--- src/rtl/core/assert_macros.svh ---
// Assertion macros shared by the RTL, empty when synthesised.
`ifndef ASSERT_MACROS_SVH
`define ASSERT_MACROS_SVH
`ifndef SYNTHESIS
// Property must hold at every clock edge outside reset.
`define ASSERT_HOLDS(label, clk, rst, prop, msg) \
  label: assert property (@(posedge clk) disable iff (rst) (prop)) else $error(msg);
// Antecedent at one edge implies consequent at the next edge.
`define ASSERT_NEXT(label, clk, rst, ante, cons, msg) \
  label: assert property (@(posedge clk) disable iff (rst) (ante) |=> (cons)) else $error(msg);
`else
`define ASSERT_HOLDS(label, clk, rst, prop, msg)
`define ASSERT_NEXT(label, clk, rst, ante, cons, msg)
`endif
`endif

--- src/rtl/core/gzhp_pkg.sv ---
// Constants and codes for the gzip member header parser.
package gzhp_pkg;

  localparam logic [7:0] MAGIC_ID1   = 8'h1f;
  localparam logic [7:0] MAGIC_ID2   = 8'h8b;
  localparam logic [7:0] CM_DEFLATE  = 8'd8;

  localparam int unsigned FIXED_LEN  = 10;
  localparam int unsigned CNT_W      = 16;

  // Positions in the fixed header that are checked.
  localparam logic [CNT_W-1:0] POS_ID1  = CNT_W'(0);
  localparam logic [CNT_W-1:0] POS_ID2  = CNT_W'(1);
  localparam logic [CNT_W-1:0] POS_CM   = CNT_W'(2);
  localparam logic [CNT_W-1:0] POS_FLG  = CNT_W'(3);
  localparam logic [CNT_W-1:0] POS_LAST = CNT_W'(FIXED_LEN - 1);

  // FLG bits kept in the low five bits.
  localparam int unsigned FLG_HCRC    = 1;
  localparam int unsigned FLG_EXTRA   = 2;
  localparam int unsigned FLG_NAME    = 3;
  localparam int unsigned FLG_COMMENT = 4;

  typedef logic [2:0] kind_t;
  localparam kind_t KIND_FIXED   = 3'd0;
  localparam kind_t KIND_EXTRA   = 3'd1;
  localparam kind_t KIND_NAME    = 3'd2;
  localparam kind_t KIND_COMMENT = 3'd3;
  localparam kind_t KIND_HCRC    = 3'd4;
  localparam kind_t KIND_PAYLOAD = 3'd5;

endpackage

--- src/rtl/core/gzip_header_parser_unit.sv ---
// gzip member header parser: classifies each stream byte, flags bad headers.
//
//  channel | direction | handshake          | payload
//  --------+-----------+--------------------+----------------------------------
//  in      | in        | in_valid/in_stall  | data_byte
//  out     | out       | out_valid/out_stall| out_byte, kind, header_end, error
//
// One byte per cycle while in_stall is low; each result is registered in main
// entry, or in skid while main is held. A two-entry buffer (main plus skid) lets
// a byte be taken while a result waits; in_stall rises only when both are full.
// Synchronous reset clears the parse state and both output entries.
`include "assert_macros.svh"

module gzip_header_parser_unit
  import gzhp_pkg::*;
(
  input  logic       clk,
  input  logic       rst,
  input  logic       in_valid,
  output logic       in_stall,
  input  logic [7:0] data_byte,
  output logic       out_valid,
  input  logic       out_stall,
  output logic [7:0] out_byte,
  output kind_t      kind,
  output logic       header_end,
  output logic       error
);

  typedef enum logic [2:0] {
    PH_FIXED   = 3'd0,
    PH_XLEN    = 3'd1,
    PH_XDATA   = 3'd2,
    PH_NAME    = 3'd3,
    PH_CMT     = 3'd4,
    PH_HCRC    = 3'd5,
    PH_PAYLOAD = 3'd6
  } phase_t;

  typedef struct packed {
    logic [7:0] data;
    kind_t      kind;
    logic       hdr_end;
    logic       err;
  } result_t;

  phase_t           phase, phase_next;
  logic [CNT_W-1:0] byte_count, byte_count_next;
  logic [4:0]       flag_bits, flag_bits_next;
  logic [7:0]       extra_low, extra_low_next;
  logic             error_seen, error_seen_next;

  result_t res;
  result_t main_q, skid_q;
  logic    main_valid, skid_valid;
  logic    accept, pop;
  logic    bad;
  logic [CNT_W-1:0] xlen;

  // First enabled optional part at or after 'from'.
  function automatic phase_t next_part(input logic [4:0] flg, input phase_t from);
    phase_t p;
    if (from <= PH_XLEN && flg[FLG_EXTRA]) begin
      p = PH_XLEN;
    end else if (from <= PH_NAME && flg[FLG_NAME]) begin
      p = PH_NAME;
    end else if (from <= PH_CMT && flg[FLG_COMMENT]) begin
      p = PH_CMT;
    end else if (from <= PH_HCRC && flg[FLG_HCRC]) begin
      p = PH_HCRC;
    end else begin
      p = PH_PAYLOAD;
    end
    return p;
  endfunction

  assign in_stall = skid_valid;
  assign accept   = in_valid && !skid_valid;
  assign pop      = main_valid && !out_stall;
  assign xlen     = {data_byte, extra_low};

  always_comb begin
    phase_next      = phase;
    byte_count_next = byte_count;
    flag_bits_next  = flag_bits;
    extra_low_next  = extra_low;
    error_seen_next = error_seen;
    bad             = 1'b0;
    res.data        = data_byte;
    res.kind        = KIND_PAYLOAD;
    res.hdr_end     = 1'b0;
    if (error_seen) begin
      res.kind = KIND_FIXED;
    end else begin
      unique case (phase)
        PH_FIXED: begin
          res.kind = KIND_FIXED;
          bad = (byte_count == POS_ID1 && data_byte != MAGIC_ID1) ||
                (byte_count == POS_ID2 && data_byte != MAGIC_ID2) ||
                (byte_count == POS_CM  && data_byte != CM_DEFLATE) ||
                (byte_count == POS_FLG && (|data_byte[7:5]));
          if (byte_count == POS_FLG) begin
            flag_bits_next = data_byte[4:0];
          end
          if (bad) begin
            error_seen_next = 1'b1;
          end else if (byte_count >= POS_LAST) begin
            phase_next      = next_part(flag_bits_next, PH_XLEN);
            byte_count_next = '0;
            res.hdr_end     = (phase_next == PH_PAYLOAD);
          end else begin
            byte_count_next = byte_count + CNT_W'(1);
          end
        end
        PH_XLEN: begin
          res.kind = KIND_EXTRA;
          if (byte_count == '0) begin
            extra_low_next  = data_byte;
            byte_count_next = CNT_W'(1);
          end else if (xlen == '0) begin
            phase_next      = next_part(flag_bits, PH_NAME);
            byte_count_next = '0;
            res.hdr_end     = (phase_next == PH_PAYLOAD);
          end else begin
            phase_next      = PH_XDATA;
            byte_count_next = xlen;
          end
        end
        PH_XDATA: begin
          res.kind = KIND_EXTRA;
          if (byte_count <= CNT_W'(1)) begin
            phase_next      = next_part(flag_bits, PH_NAME);
            byte_count_next = '0;
            res.hdr_end     = (phase_next == PH_PAYLOAD);
          end else begin
            byte_count_next = byte_count - CNT_W'(1);
          end
        end
        PH_NAME: begin
          res.kind = KIND_NAME;
          if (data_byte == 8'd0) begin
            phase_next      = next_part(flag_bits, PH_CMT);
            byte_count_next = '0;
            res.hdr_end     = (phase_next == PH_PAYLOAD);
          end
        end
        PH_CMT: begin
          res.kind = KIND_COMMENT;
          if (data_byte == 8'd0) begin
            phase_next      = next_part(flag_bits, PH_HCRC);
            byte_count_next = '0;
            res.hdr_end     = (phase_next == PH_PAYLOAD);
          end
        end
        PH_HCRC: begin
          res.kind = KIND_HCRC;
          if (byte_count == '0) begin
            byte_count_next = CNT_W'(1);
          end else begin
            phase_next      = PH_PAYLOAD;
            byte_count_next = '0;
            res.hdr_end     = 1'b1;
          end
        end
        PH_PAYLOAD: res.kind = KIND_PAYLOAD;
        default:    res.kind = KIND_PAYLOAD;
      endcase
    end
    res.err = error_seen_next;
  end

  always_ff @(posedge clk) begin
    if (rst) begin
      phase      <= PH_FIXED;
      byte_count <= '0;
      flag_bits  <= '0;
      extra_low  <= '0;
      error_seen <= 1'b0;
      main_valid <= 1'b0;
      skid_valid <= 1'b0;
      main_q     <= '0;
      skid_q     <= '0;
    end else begin
      if (accept) begin
        phase      <= phase_next;
        byte_count <= byte_count_next;
        flag_bits  <= flag_bits_next;
        extra_low  <= extra_low_next;
        error_seen <= error_seen_next;
      end
      // Output buffer: skid entry only fills when main is held by out_stall.
      if (skid_valid) begin
        if (pop) begin
          skid_valid <= 1'b0;
          main_q     <= skid_q;
        end
      end else if (accept) begin
        if (main_valid && !pop) begin
          skid_valid <= 1'b1;
          skid_q     <= res;
        end else begin
          main_valid <= 1'b1;
          main_q     <= res;
        end
      end else if (pop) begin
        main_valid <= 1'b0;
      end
    end
  end

  assign out_valid  = main_valid;
  assign out_byte   = main_q.data;
  assign kind       = main_q.kind;
  assign header_end = main_q.hdr_end;
  assign error      = main_q.err;

  `ASSERT_HOLDS(a_skid_needs_main, clk, rst, !skid_valid || main_valid, "skid full, main empty")
  `ASSERT_NEXT(a_error_sticky, clk, rst, error_seen, error_seen, "error flag cleared")
  `ASSERT_NEXT(a_payload_final, clk, rst, phase == PH_PAYLOAD, phase == PH_PAYLOAD, "left payload")
  `ASSERT_HOLDS(a_end_not_err, clk, rst, !(main_valid && main_q.hdr_end && main_q.err), "bad end")

endmodule
--- config.mk ---
export PLATFORM = sky130hd
export DESIGN_NAME = gzip_header_parser_unit
export DESIGN_NICKNAME = d
export VERILOG_FILES = /design/src/rtl/core/gzhp_pkg.sv /design/src/rtl/core/gzip_header_parser_unit.sv
export VERILOG_INCLUDE_DIRS = /design/src /design/src/rtl/core
export SDC_FILE = /design/constraint.sdc
export NUM_CORES = 1
export LEC_CHECK = 0
export BUFFER_PORTS_ARGS = -buffer_cell sky130_fd_sc_hd__clkbuf_2
export CAP_MARGIN = 5
export CORE_MARGIN = 2
export CORE_UTILIZATION = 61
export CTS_CLUSTER_SIZE = 16
export DETAILED_ROUTE_END_ITERATION = 8
export GPL_TIMING_DRIVEN = 0
export HOLD_SLACK_MARGIN = 0.05
export PLACE_DENSITY = 0.84
export SYNTH_ARGS = -nofsm -noshare
export SYNTH_HDL_FRONTEND = slang
export SYNTH_SLANG_ARGS = --single-unit
--- constraint.sdc ---
create_clock -name clk -period 2.5 [get_ports clk]
set_input_delay 0.125 -clock clk [delete_from_list [all_inputs] [get_ports clk]]
set_output_delay 0.125 -clock clk [all_outputs]
set_load 0.005 [all_outputs]
Yosys cells after proc, flatten, opt, wreduce, memory -nomap -nowiden:

Index checks and enable logic that the tools add are counted.

* register bits after elaboration: 60
* input bits: 12

* add/subtract/negate cells: 2
* $lt $le $gt $ge: 2
* eq/ne operators: 27
* mux-type cells: 70
* bitwise gates (word level): 2
* reductions and logical operators: 31

Operator list (count)
* 16-bit two-way mux: 6
* 3-bit two-way mux: 29
* 16-bit one-hot mux with 5 select lines: 1
* 13-bit two-way mux: 4
* 16-bit by 2-bit == test with 1-bit output, second input constant: 2
* 16-bit zero test: 2
* 3-bit == test, second input constant: 7
* 1-bit two-way mux: 20
* 2-bit != test, second input constant: 9
* 3-bit one-hot mux with 6 select lines: 1
* 16-bit by 1-bit adder with 16-bit output, second input constant: 1
* 16-bit by 1-bit == test with 1-bit output, second input constant: 1
* 16-bit by 4-bit >= comparator with 1-bit output, second input constant: 1
* 16-bit by 1-bit <= comparator with 1-bit output, second input constant: 1
* 16-bit by 1-bit subtractor with 16-bit output, second input constant: 1
* 5-bit two-way mux: 3
* 3-bit one-hot mux with 5 select lines: 1
* 3-bit AND reduction: 4
* 10-bit AND reduction: 1
* 8-bit zero test: 1
* 2-bit two-way mux: 4
* 8-bit by 4-bit != test with 1-bit output, second input constant: 1
* 8-bit by 5-bit != test with 1-bit output, second input constant: 1
* 8-bit != test, second input constant: 1
* other kinds (16): 31

Longest topological paths before layout:

* word-level depth: 20
* depth in mapped cells: 10
* mapped depth without buffers: 8

Worst setup path before layout:

No wires, ideal clock.

* path kind: register to register
* start point: register byte_count[0]
* end point: register extra_low[0]
* arrival: 2145 ps
* setup slack: 227 ps
* cell stages (with the launch flop): 11
* clock period less this slack: 2273 ps
* cells stage by stage: dfxtp_1 -> inv_1 -> ha_1 -> or3b_1 -> buf_2 -> nor2_8 -> and3_4 -> nor4b_4 -> buf_6 -> mux2i_1 -> nor2_1

* cells in the longest elaborated chain, start to end: 2

RTL lines
* start: declaration: RTL line gzip_header_parser_unit.sv:48 `logic [CNT_W-1:0] byte_count, byte_count_next;`
* start signal: assignment: RTL line gzip_header_parser_unit.sv:186 `byte_count <= byte_count_next;`
* 16-bit zero test: RTL line gzip_header_parser_unit.sv:117 `if (byte_count == '0) begin`
* 4-bit AND reduction (no source line)
* end signal: assignment: RTL line gzip_header_parser_unit.sv:188 `extra_low <= extra_low_next;`
* end: declaration: RTL line gzip_header_parser_unit.sv:50 `logic [7:0] extra_low, extra_low_next;`

No other way between the ends.
A chain may end at the register's enable or synchronous reset.

Final worst setup path:

* start point: register byte_count[0]
* end point: register byte_count[2]

* cells in the longest elaborated chain, start to end: 7

RTL lines
* branches (longest 7 deep; another with 16-bit by 1-bit adder with 16-bit output)

Several ways; the timed one is not identified. The select of a mux whose other input is x is not followed.

==> reports/qor.yml <==
outcome:
  status: "finished, final reports clean"
critical_path:
  worstPathRequired_ns: 2.71
  ff2ff_path_depth: 10
  crit_start: "byte_count[0]"
  start_kind: "flip-flop"
  end_kind: "flip-flop"
  rrSetupSlack_ns: 0.07
  crit_top_cell: "o21bai_1"
  cp_cell_sequence: "inv_2 > ha_4 > or3b_1 > clkbuf_4 > o21bai_1 > and4_1 > o21ai_4 > buf_6 > o21bai_1 > a21oi_1"
  r2r-start: "byte_count[0]"
  crit_type: "flip-flop to flip-flop"
  critical-path-slowest-cell: "dfxtp_2"
  crit_fanout: 10
  arrival_ns: 2.64
  worst_path_largest_cell_delay_ns: 0.37
  cp-endpoint: "byte_count[2]"
  worst_r2r_endpoint: "byte_count[2]"
placement:
  detailedPlacementHpwl_um: 7480
  port_buffers: 24
  post-place-ws_ns: -0.161
  dp_cells: 558
  gp_congestion: 1.00
route:
  postRouteAntennaNets: 0
  viasPerCell: 6.58
  wl_per_cell_um: 18.1
  first_pass_iters: 5
  drt-initial-drc-count: 351
  drc: 0
  drt_wl_total_um: 10500
  vias: 3808
sta:
  slew_headroom_pct: 44.1
  hold_viol: 0
  fin_crit_sh_pct: 97.0
  fin_ws_ns: 0.0740
  min_period_ns: 2.43
  worst_slew_pin_slew_ns: 0.832
  rsz0062_at_grt: "no"
  drv_slew: 0
  setup_violations: 0
  max_freq_ghz: 0.412
  fin_skew_ns: 0.0127
logic_synthesis:
  synth_nets: 477
  yosysWarningCount: 0
  synthCells: 459
  syn_avg_cell_area_um2: 8.12
  yosys_register_bits: 60
  syn_area_um2: 3730
  synth-edff-count: 0
  ys_seq_area_share_pct: 32.2
  synthArstFlopShare_pct: 0
  synth.distinct_cells: 68
  synth_flop_cell: "dfxtp_1"
clock_tree:
  cts.clk_slew.worst_paths_ns: 0.08
  clkSinkCount: 60
  clk_latency_ns: 0.36
  h-tree-depth: 3
  root_buffer: "clkbuf_8"
  cts_buffers: 9
  cts_buffer_depth: 2
  cts_tree: "yes"
die:
  die_h_um: 82.2
  core_um2: 5920
  die-area_um2: 6750
  initial_core_util_pct: 62.9
  pin_count: 27
  core.rowCount: 28
  die-width_um: 82.2
finish:
  syn_to_final_growth_pct: 13.0
  post-route-util_pct: 71.1
  drive_gt1_share_pct: 17.7
  fillers: 494
  nNetsFinal: 517
  stdcell_count: 579
  diodes: 0
power_and_ir_drop:
  power_frac_seq_pct: 25.4
  power.leakage_nw: 1.54
  comb_power_share_pct: 54.8
  power.density_nw_per_um2: 1100
  cellInternalPower_mw: 2.56
  clkPwrFrac_pct: 19.8
  vdd_drop_max_mv: 1.01
  swShare_pct: 44.8
  switchingPower_mw: 2.08
  power_mw: 4.64
worst_hold_path:
  hold_class: "input port to flip-flop"
grt:
  grt_pass1_vias: 3387
  grt_pass1_wl_um: 16600
  grtUsageTotal_pct: 32.5
  overflow: 0
  grt_antenna_before_repair: 0
  grt_max_degree: 12
flow_run:
  maxCapViolCount: 0
[synthesized netlist by cell type, drive strengths merged (13+ instances only)]
master	number	area share (%)
dfxtp	60	32
nor2	57	6.2
a21oi	47	6.3
nand2	31	3.2
o21ai	29	4.3
mux2i	26	7.0
clkbuf	20	2.0
a211oi	19	4.5
nor3	18	2.9
buf	14	2.5
inv	13	1.3
nand3	13	1.7
[worst min path at each step]
stage                             from          to  slack (ns)  depth (start not counted)
after floorplan           data_byte[5]  skid_q[10]        0.26                          2
after global placement    data_byte[6]  skid_q[11]        0.43                          3
after detailed placement  data_byte[7]  skid_q[12]        0.44                          3
after CTS                 data_byte[7]  skid_q[12]        0.07                          3
after global routing      data_byte[6]  skid_q[11]        0.09                          3
final                     data_byte[7]  skid_q[12]        0.08                          3
[power groups by stage]
stage / registers [mW] / clock network, mW / logic, mW
floorplan: 1.16 / 0 / 1.79
global placement: 1.18 / 0 / 2.22
detailed placement: 1.18 / 0 / 2.27
CTS: 1.16 / 0.913 / 2.33
global route: 1.19 / 0.946 / 2.71
finish: 1.18 / 0.919 / 2.54
[sequential cells by signal (all words and copies together), names as in the netlist]
register    flops
byte_count     16
skid_q         13
extra_low       8
out_byte        8
flag_bits       4
kind            3
phase           3
error           1
error_seen      1
header_end      1
in_stall        1
out_valid       1
[routing by layer]
metal | vias to the layer above | track usage, % | part of all wire (%) | wire length [um]
met1 | 1772 | 41.8 | 42 | 4400
li1 | 1765 | - | - | -
met2 | 213 | 49.3 | 45 | 4770
met4 | 0 | 17.7 | 4.6 | 486
met3 | 58 | 8.80 | 8.0 | 843
met5 | - | 0 | 0 | 0
[placed cells by master (no fill, tap or decap), types with 11 or more instances in the layout]
cell and instances:
a211oi_1 13, a21oi_1 47, clkbuf_1 20, clkbuf_2 24, dfxtp_1 58, inv_1 11, mux2i_1 26, nand2_1 30
nand3_1 13, nor2_1 56, nor3_1 16, o21ai_0 15, o21ai_1 12
[worst max-delay path: cells and delay by family, from the launching register on]
kind,cells,cell delay [ns]
AO/OA/AOI/OAI,4,0.67
AND/OR/NAND/NOR,2,0.57
buffers and inverters,3,0.49
flip-flops,1,0.37
adder cells (fa/ha/maj),1,0.17
[repair_timing]
| action | CTS | global route |
|---|---|---|
| endpoints found under the setup margin | 26 | 26 |
| setup buffers | 0 | 5 |
| hold buffers | 0 | 0 |
| pin swaps | 0 | 2 |
| resized for setup | 5 | 4 |
[area by class of cell]
cell class | count | area (um2) | area share [%]
Timing Repair Buffer | 29 | 158 | 3.74
Clock buffer | 10 | 138 | 3.27
Buffer | 34 | 170 | 4.04
Clock inverter | 6 | 63.8 | 1.52
Inverter | 13 | 48.8 | 1.16
Sequential cell | 60 | 1200 | 28.6
Multi-Input combinational cell | 352 | 2330 | 55.5
Tap cell | 75 | 93.8 | 2.23
[cell families (layout without fill, tap and decap cells)]
| kind of cell | Yosys count | count (layout) | synth area share (%) |
|---|---|---|---|
| XOR/XNOR | 3 | 3 | 0.705 |
| multiplexers | 26 | 26 | 6.98 |
| AND/OR/NAND/NOR | 181 | 181 | 27.8 |
| adder cells (fa/ha/maj) | 6 | 6 | 2.01 |
| flip-flops | 60 | 60 | 32.2 |
| AO/OA/AOI/OAI | 136 | 136 | 24.4 |
| buffers and inverters | 47 | 92 | 5.81 |
[per-stage QoR]
step | hold slack, ns | cell area, um2 | TNS (ns)
finish | 0.0801 | 4210 | 0
global route | 0.0904 | 4210 | 0
CTS | 0.0670 | 4160 | 0
detailed placement | 0.439 | 3940 | -1.34
global placement | 0.432 | 3940 | -0.692
floorplan | 0.261 | 3730 | 0
(Power assumes the default switching activity.)
